==> config.mk <==
export PLATFORM = sky130hd
export DESIGN_NAME = rmeu_front
export DESIGN_NICKNAME = d
export VERILOG_FILES = /design/src/design/rmeu_pkg.sv /design/src/design/rmeu_front.sv
export SDC_FILE = /design/constraint.sdc
export NUM_CORES = 1
export LEC_CHECK = 0
export BUFFER_PORTS_ARGS = -buffer_cell sky130_fd_sc_hd__buf_2
export CAP_MARGIN = 10
export CORE_ASPECT_RATIO = 0.7
export CORE_MARGIN = 3
export CORE_UTILIZATION = 47
export CTS_BUF_LIST = sky130_fd_sc_hd__clkbuf_16
export CTS_CLUSTER_SIZE = 8
export DETAILED_ROUTE_END_ITERATION = 16
export PLACE_DENSITY_LB_ADDON = 0.15
export SLEW_MARGIN = 30
export SYNTH_ARGS = -nofsm -noshare
export SYNTH_HDL_FRONTEND = slang
export SYNTH_SLANG_ARGS = --single-unit
==> constraint.sdc <==
create_clock -name clock -period 2.26 [get_ports clock]
set_input_delay 0.113 -clock clock [delete_from_list [all_inputs] [get_ports clock]]
set_output_delay 0.113 -clock clock [all_outputs]
set_load 0.05 [all_outputs]
==> src/design/rmeu_pkg.sv <==
package rmeu_pkg;

   typedef enum logic [3:0] {
      OP_DATA   = 4'd0,
      OP_LOAD   = 4'd1,
      OP_ADD    = 4'd2,
      OP_SUB    = 4'd3,
      OP_MUL    = 4'd4,
      OP_DIV    = 4'd5,
      OP_PUT    = 4'd6,
      OP_GET    = 4'd7,
      OP_GOTO   = 4'd8,
      OP_ZGOTO  = 4'd9,
      OP_NZGOTO = 4'd10,
      OP_PRINT  = 4'd11
   } op_type;

   typedef enum logic [1:0] {
      ST_OK      = 2'd0,
      ST_EMPTY   = 2'd1,
      ST_DIVZERO = 2'd2,
      ST_SAT     = 2'd3
   } status_type;

   localparam logic [31:0] Q_ONE   = 32'h0001_0000;
   localparam logic [31:0] SAT_MAX = 32'h7FFF_FFFF;
   localparam logic [31:0] SAT_MIN = 32'h8000_0000;

   // Decoded instruction as it sits in the queue between front and back.
   typedef struct packed {
      logic [3:0]  mode;
      logic [31:0] immediate;
      logic [2:0]  src_a;
      logic [2:0]  src_b;
      logic [2:0]  dest_reg;
      logic [7:0]  address;
      logic        is_arith;
      logic        is_jump;
   } instr_type;

   typedef struct packed {
      logic [31:0] value;
      logic        jump_taken;
      logic [7:0]  jump_target;
      logic        print_valid;
      logic [1:0]  status;
   } result_type;

   typedef enum logic [2:0] {
      BK_IDLE,
      BK_READ,
      BK_MUL,
      BK_DIV,
      BK_DIVFIX,
      BK_OUT
   } back_state_type;

   // Saturate a 66-bit signed value to 32 bits.
   function automatic logic [32:0] clip32(input logic signed [65:0] x);
      logic [32:0] r;
      if (x > 66'sh0_7FFF_FFFF) begin
         r = {1'b1, SAT_MAX};
      end else if (x < -66'sh0_8000_0000) begin
         r = {1'b1, SAT_MIN};
      end else begin
         r = {1'b0, x[31:0]};
      end
      return r;
   endfunction

endpackage

==> src/design/rmeu_front.sv <==
module rmeu_front (
   input  logic                clock,
   input  logic                reset,
   input  logic                in_valid,
   output logic                in_ready,
   input  logic [3:0]          in_mode,
   input  logic [31:0]         in_immediate,
   input  logic [2:0]          in_src_a,
   input  logic [2:0]          in_src_b,
   input  logic [2:0]          in_dest_reg,
   input  logic [7:0]          in_address,
   output logic                q_valid,
   input  logic                q_ready,
   output rmeu_pkg::instr_type q_data
);
   import rmeu_pkg::*;

   // Two-entry queue that decouples classification from execution.
   instr_type slot_ff [2];
   instr_type slot_in;
   logic      wr_ptr_ff, rd_ptr_ff;
   logic [1:0] count_ff;
   logic      push, pop;

   always_comb begin
      slot_in           = '0;
      slot_in.mode      = in_mode;
      slot_in.immediate = in_immediate;
      slot_in.src_a     = in_src_a;
      slot_in.src_b     = in_src_b;
      slot_in.dest_reg  = in_dest_reg;
      slot_in.address   = in_address;
      slot_in.is_arith  = (in_mode == OP_ADD) || (in_mode == OP_SUB)
                          || (in_mode == OP_MUL) || (in_mode == OP_DIV);
      slot_in.is_jump   = (in_mode == OP_GOTO) || (in_mode == OP_ZGOTO)
                          || (in_mode == OP_NZGOTO);
   end

   assign in_ready = (count_ff != 2'd2);
   assign push     = in_valid && in_ready;
   assign q_valid  = (count_ff != 2'd0);
   assign pop      = q_valid && q_ready;
   assign q_data   = slot_ff[rd_ptr_ff];

   always_ff @(posedge clock) begin
      if (push) begin
         slot_ff[wr_ptr_ff] <= slot_in;
      end
   end

   always_ff @(posedge clock) begin
      if (reset) begin
         wr_ptr_ff <= 1'b0;
         rd_ptr_ff <= 1'b0;
         count_ff  <= 2'd0;
      end else begin
         if (push) wr_ptr_ff <= ~wr_ptr_ff;
         if (pop)  rd_ptr_ff <= ~rd_ptr_ff;
         count_ff <= count_ff + {1'b0, push} - {1'b0, pop};
      end
   end

`ifndef ASSERT_OFF
   a_no_overflow: assert property (@(posedge clock) disable iff (reset)
      count_ff == 2'd2 |-> !in_ready) else $error("queue overflow");
   a_count_range: assert property (@(posedge clock) disable iff (reset)
      count_ff != 2'd3) else $error("queue count out of range");
   a_pop_nonempty: assert property (@(posedge clock) disable iff (reset)
      pop |-> count_ff != 2'd0) else $error("pop from empty queue");
`endif

endmodule

==> After elaboration in Yosys (flattened, before gate mapping) <==
Memory sizes are Yosys's and may differ from the RTL's. A register that Yosys moved wholly into a read port is not among the register bits.
Cells that the tools add are included.
{ "classes": {"n_bitwise": 2, "addsub": 2, "shift": 0, "n_eq_ne": 8, "muxes": 4, "n_div": 0, "magnitude_cmp": 0, "mul": 0, "reduce_logical": 8} }
{ "ops": {"columns": ["operator", "count"], "rows": [
  ["$eq A4 B4 Y1 const B", 3],
  ["$eq A4 B2 Y1 const B", 2],
  ["$eq A4 B3 Y1 const B", 2],
  ["$logic_or A1 B1 Y1", 5],
  ["$mux W1", 4],
  ["$add A2 B1 Y2", 1],
  ["$logic_and A1 B1 Y1", 2],
  ["$ne A2 B2 Y1 const B", 1],
  ["$not A1 Y1", 2],
  ["$reduce_bool A2 Y1", 1],
  ["$sub A2 B1 Y2", 1]
]} }
{ "word_totals": {"latchBits": 0, "reg_bits": 4, "input_bits": 57, "output_inout_bits": 57, "n_memories": 1, "mem_bits_ro": 0, "mem_bits_rw": 110, "wordCells": 28} }
{ "memory_table": {"columns": ["name", "words", "width", "read_ports", "rd_clocked_by_memory_dff", "write_ports", "line", "text"], "rows": [
  ["slot_ff", 2, 55, 1, 1, 1, "rmeu_front.sv:19", "instr_type slot_ff [2];"]
]} }

==> Logic depth before layout (Yosys ltp) <==
{ "logic_depth": {"ltp_word": 4, "mapped_depth": 6} }

==> Worst setup path after synthesis <==
Ideal clock, no wire load.
{ "synth_timing": {"kind": "register to register", "start": "reg count_ff[0]", "end": "mem slot_ff[1][0] (netlist bit) (enable)", "arrival_ps": 2342, "slack_ps": -501, "setup_time_ps": 419, "required_time_ps": 1841, "stages_incl_launch_ff": 3, "n_path_buf": 0, "cell_sequence": "dfxtp_1 nand2b_1 and3_1"} }
{ "synth_via": {"elab_chain_cells": 4} }
{ "synth_lines": {"columns": ["item", "line", "text"], "rows": [
  ["from (decl)", "rmeu_front.sv:22", "logic [1:0] count_ff;"],
  ["from (signal assigned)", "rmeu_front.sv:59", "count_ff <= count_ff + {1'b0, push} - {1'b0, pop};"],
  ["$ne A2 B2 Y1", "rmeu_front.sv:39", "assign in_ready = (count_ff != 2'd2);"],
  ["via in_ready", "rmeu_front.sv:5", "output logic in_ready,"],
  ["$logic_and A1 B1 Y1", "rmeu_front.sv:40", "assign push = in_valid && in_ready;"],
  ["$mux W1", "rmeu_front.sv:46", "if (push) begin"],
  ["$mux W1 (implied by the code)", "rmeu_front.sv:47", "slot_ff[wr_ptr_ff] <= slot_in;"],
  ["to (decl)", "rmeu_front.sv:19", null]
]} }
The timed path passes the listed nets, and every way through them passes these cells.

==> flow_results.xml <==
<?xml version="1.0" encoding="UTF-8"?>
<metrics>
  <group name="global_routing">
    <metric name="first_global_vias" unit="">2634</metric>
    <metric name="grt.overflow.total" unit="">0</metric>
    <metric name="globalRouteTotalUtil" unit="%">17.48</metric>
    <metric name="grt_antenna_before_repair" unit="">0</metric>
    <metric name="grt_first_pass_wirelength" unit="microns">13370</metric>
    <metric name="grt_max_degree" unit="">35</metric>
  </group>
  <group name="floorplanning">
    <metric name="io_pins" unit="">114</metric>
    <metric name="die_h" unit="microns">85.86</metric>
    <metric name="floorplan.initialDensity" unit="%">49.48</metric>
    <metric name="dieWidth" unit="microns">120.1</metric>
    <metric name="dieArea" unit="sq mm">0.01031</metric>
    <metric name="placement_rows" unit="">28</metric>
    <metric name="core-area" unit="sq mm">0.008653</metric>
  </group>
  <group name="clock_tree">
    <metric name="worstSkewPairLatency" unit="ns">0.39</metric>
    <metric name="clk_path_buf_depth" unit="">2</metric>
    <metric name="worst_setup_hold_path_clk_slew" unit="ns">0.05</metric>
    <metric name="clockRootBuffer" unit="">clkbuf_16</metric>
    <metric name="cts_tree" unit="">built</metric>
    <metric name="cts_buffer_count" unit="">17</metric>
    <metric name="htree_num_levels" unit="">4</metric>
    <metric name="cts_repair_resize_count" unit="">0</metric>
    <metric name="cts.sink_count" unit="">115</metric>
  </group>
  <group name="status">
    <metric name="status" unit="">finished clean</metric>
  </group>
  <group name="timing">
    <metric name="timing_hold_violations_final" unit="">0</metric>
    <metric name="final.hold.worst_slack" unit="ns">0.1242</metric>
    <metric name="final.period_utilization" unit="%">81.30</metric>
    <metric name="post_route_setup_tns" unit="ns">0</metric>
    <metric name="timing.fmax" unit="GHz">0.5443</metric>
    <metric name="final-setup-viol-count" unit="">0</metric>
    <metric name="clock_skew" unit="ns">0.005076</metric>
    <metric name="worst_pin_slew" unit="ns">0.4610</metric>
    <metric name="unrepaired_setup_endpoints_after_global_routing" unit="">false</metric>
    <metric name="finalWorstPathRequiredPeriod" unit="ns">1.837</metric>
    <metric name="slew-limit-headroom" unit="%">69.27</metric>
    <metric name="slew_violations" unit="">0</metric>
  </group>
  <group name="yosys">
    <metric name="synth_sequential_area_ratio" unit="%">79.49</metric>
    <metric name="yosys_warning_count" unit="">0</metric>
    <metric name="post_synth_top_cells" unit="">edfxtp_1, mux2_1, buf_6, dfxtp_1, nor2_1</metric>
    <metric name="synth_top_flop_cell" unit="">edfxtp_1</metric>
    <metric name="synth.area.top_cells" unit="">edfxtp_1, mux2_1, dfxtp_1</metric>
    <metric name="netlist.top_cell.by_area" unit="">edfxtp_1</metric>
    <metric name="postSynthCellCount" unit="">204</metric>
    <metric name="yosys.cell_count.top_type" unit="">edfxtp_1</metric>
    <metric name="synth_top_cell_area_share" unit="%">77.15</metric>
    <metric name="synth.avg_cell_area" unit="sq um">20.99</metric>
    <metric name="post_synth_num_cell_types" unit="">27</metric>
    <metric name="synth.cell_area" unit="sq mm">0.004282</metric>
    <metric name="postSynthRegisterBits" unit="">115</metric>
    <metric name="synth_fp_nets" unit="">262</metric>
    <metric name="synth_edf_count" unit="">110</metric>
    <metric name="postSynth.asyncResetShare" unit="%">0</metric>
  </group>
  <group name="pwr">
    <metric name="leakagePower" unit="nW">2.341</metric>
    <metric name="vdd.ir_drop.worst" unit="mV">0.8502</metric>
    <metric name="clkPwrFrac" unit="%">33.3</metric>
    <metric name="p_comb_share" unit="%">27.9</metric>
    <metric name="power.share.sequential" unit="%">38.8</metric>
    <metric name="finalPower" unit="mW">6.838</metric>
    <metric name="p_sw" unit="mW">2.267</metric>
    <metric name="internal-power" unit="mW">4.571</metric>
    <metric name="power.share.switching" unit="%">33.15</metric>
    <metric name="power_density" unit="mW/mm^2">1132</metric>
  </group>
  <group name="detailed_routing">
    <metric name="detail_route.wirelength" unit="microns">8307</metric>
    <metric name="initial_detailed_routing_violation_count" unit="">151</metric>
    <metric name="wl_per_cell" unit="microns">15.88</metric>
    <metric name="detailedRoute.firstPassIterationCount" unit="">4</metric>
    <metric name="detail_route.drc_violations" unit="">0</metric>
    <metric name="drtAntennaViolNets" unit="">0</metric>
    <metric name="num_vias" unit="">2469</metric>
    <metric name="route.detailed.vias_per_inst" unit="">4.721</metric>
  </group>
  <group name="worst_hold_path">
    <metric name="hold_path_class" unit="">in2reg</metric>
    <metric name="min_delay_worst_endpoint" unit="">wr_ptr_ff$_SDFFE_PP0P_</metric>
    <metric name="worstHoldPathCells" unit="">3</metric>
    <metric name="hold_start" unit="">in_valid</metric>
  </group>
  <group name="setup_path">
    <metric name="worstRegToRegCells" unit="">6</metric>
    <metric name="timing.rr.start" unit="">count_ff[1]$_SDFF_PP0_</metric>
    <metric name="rrSetupSlack" unit="ns">0.57</metric>
    <metric name="worstSetupStartpointType" unit="">flop</metric>
    <metric name="worstPathRequired" unit="ns">2.15</metric>
    <metric name="crit_path_end_kind" unit="">output pin</metric>
    <metric name="r2r-end" unit="">count_ff[1]$_SDFF_PP0_</metric>
    <metric name="critical_path.max_fanout" unit="">31</metric>
    <metric name="type_of_the_worst_setup_path" unit="">reg2out</metric>
    <metric name="worst-endpoint-arrival" unit="ns">1.72</metric>
  </group>
  <group name="layout">
    <metric name="n_antenna_cell" unit="">0</metric>
    <metric name="drive_gt1_share" unit="%">36.97</metric>
    <metric name="area_growth_syn_to_fin" unit="%">41.09</metric>
    <metric name="fin_nets" unit="">448</metric>
  </group>
  <group name="job">
    <metric name="drv.max_cap_violation_count" unit="">0</metric>
  </group>
  <group name="place">
    <metric name="detailedPlacementHpwl" unit="microns">4877</metric>
    <metric name="buffer_ports.inserted" unit="">113</metric>
    <metric name="finalWeightedCongestion" unit="">0.7063</metric>
  </group>
</metrics>
## per-layer routing
metal  part of all wire (%)  vias up  global-route usage, %
met5                      0        -                      0
met3                    6.2        4                  7.910
li1                       -     1184                      -
met1                     46     1209                  22.18
met2                     47       72                  26.91
met4                   0.48        0                  6.237
## metrics by stage
step	cells	utilization (%)	instance area (sq um)	worst slack (ns)
finish	523	69.81	6041	0.4227
global route	523	69.81	6041	0.3285
CTS	523	69.81	6041	0.3942
detailed placement	437	57.63	4987	0.5878
global placement	437	57.63	4987	0.6539
floorplan	204	-	4289	0.1655
## flip-flops by register name (all words and copies together), names as in the netlist, named ones only
signal / count
wr_ptr_ff: 1
count_ff: 2
slot_ff: 110
rd_ptr_ff: 1
## critical path, stage by stage, from the launching register on
cell	delay (ns)
dfxtp_2	0.32
buf_4	0.40
mux2_1	0.38
buf_2	0.22
## cells by family (layout without fill, tap and decap cells)
group           Yosys count  count (layout)  share of synthesized area [%]
fa+ha+maj                 1               1                         0.2922
simple gates             16              16                          2.484
compound gates            7               7                          1.198
buf+inv                   8             207                          1.666
mux                      55              55                          14.47
xor+xnor                  2               2                         0.4092
flops                   115             115                          79.49
## placed cells by master, fill, tap and decap left out, types with 2 or more instances in the layout
master,n
mux2_1,55
buf_4,6
dfxtp_1,4
nor2b_1,2
edfxtp_1,110
clkinv_2,4
buf_2,113
dlygate4sd3_1,54
clkinv_1,5
clkbuf_16,17
inv_1,6
nor2_1,5
## repair_timing
item / 4_1_cts / 5_1_grt
setup buffers: 0 / 0
hold buffers: 54 / 0
hold endpoints to repair: 111 / 0
endpoints found under the setup margin: 0 / 0
## how the worst max path moves through the flow
stage                      startpoint                       end  slack (ns)  cells past startpoint
6_report                         flop                q_data[30]        0.42                      3
5_1_grt                          flop                q_data[30]        0.33                      3
4_1_cts                          flop                q_data[31]        0.39                      3
3_5_place_dp   count_ff[1]$_SDFF_PP0_    count_ff[1]$_SDFF_PP0_        0.59                      6
3_3_place_gp   count_ff[0]$_SDFF_PP0_  slot_ff[0][37]$_DFFE_PP_        0.65                      4
2_1_floorplan  count_ff[0]$_SDFF_PP0_   slot_ff[0][0]$_DFFE_PP_        0.17                      3
## power by group through the flow
| stage | clock network (mW) | logic [mW] | registers [mW] |
|---|---|---|---|
| global route | 2.46 | 2.00 | 2.68 |
| detailed placement | 0 | 1.84 | 2.69 |
| global placement | 0 | 1.84 | 2.68 |
| finish | 2.28 | 1.91 | 2.65 |
| CTS | 2.34 | 1.93 | 2.65 |
| floorplan | 0 | 1.47 | 2.68 |
## area by class of cell
type | count | area [sq um]
fill | 603 | 2613
timing repair buffer | 173 | 1151
tap | 120 | 150.1
clock buffer | 17 | 425.4
multi-input combinational | 81 | 810.8
clock inverter | 15 | 87.58
sequential | 115 | 3405
inverter | 2 | 11.26
No activity file was read; power rests on OpenSTA's default activity.
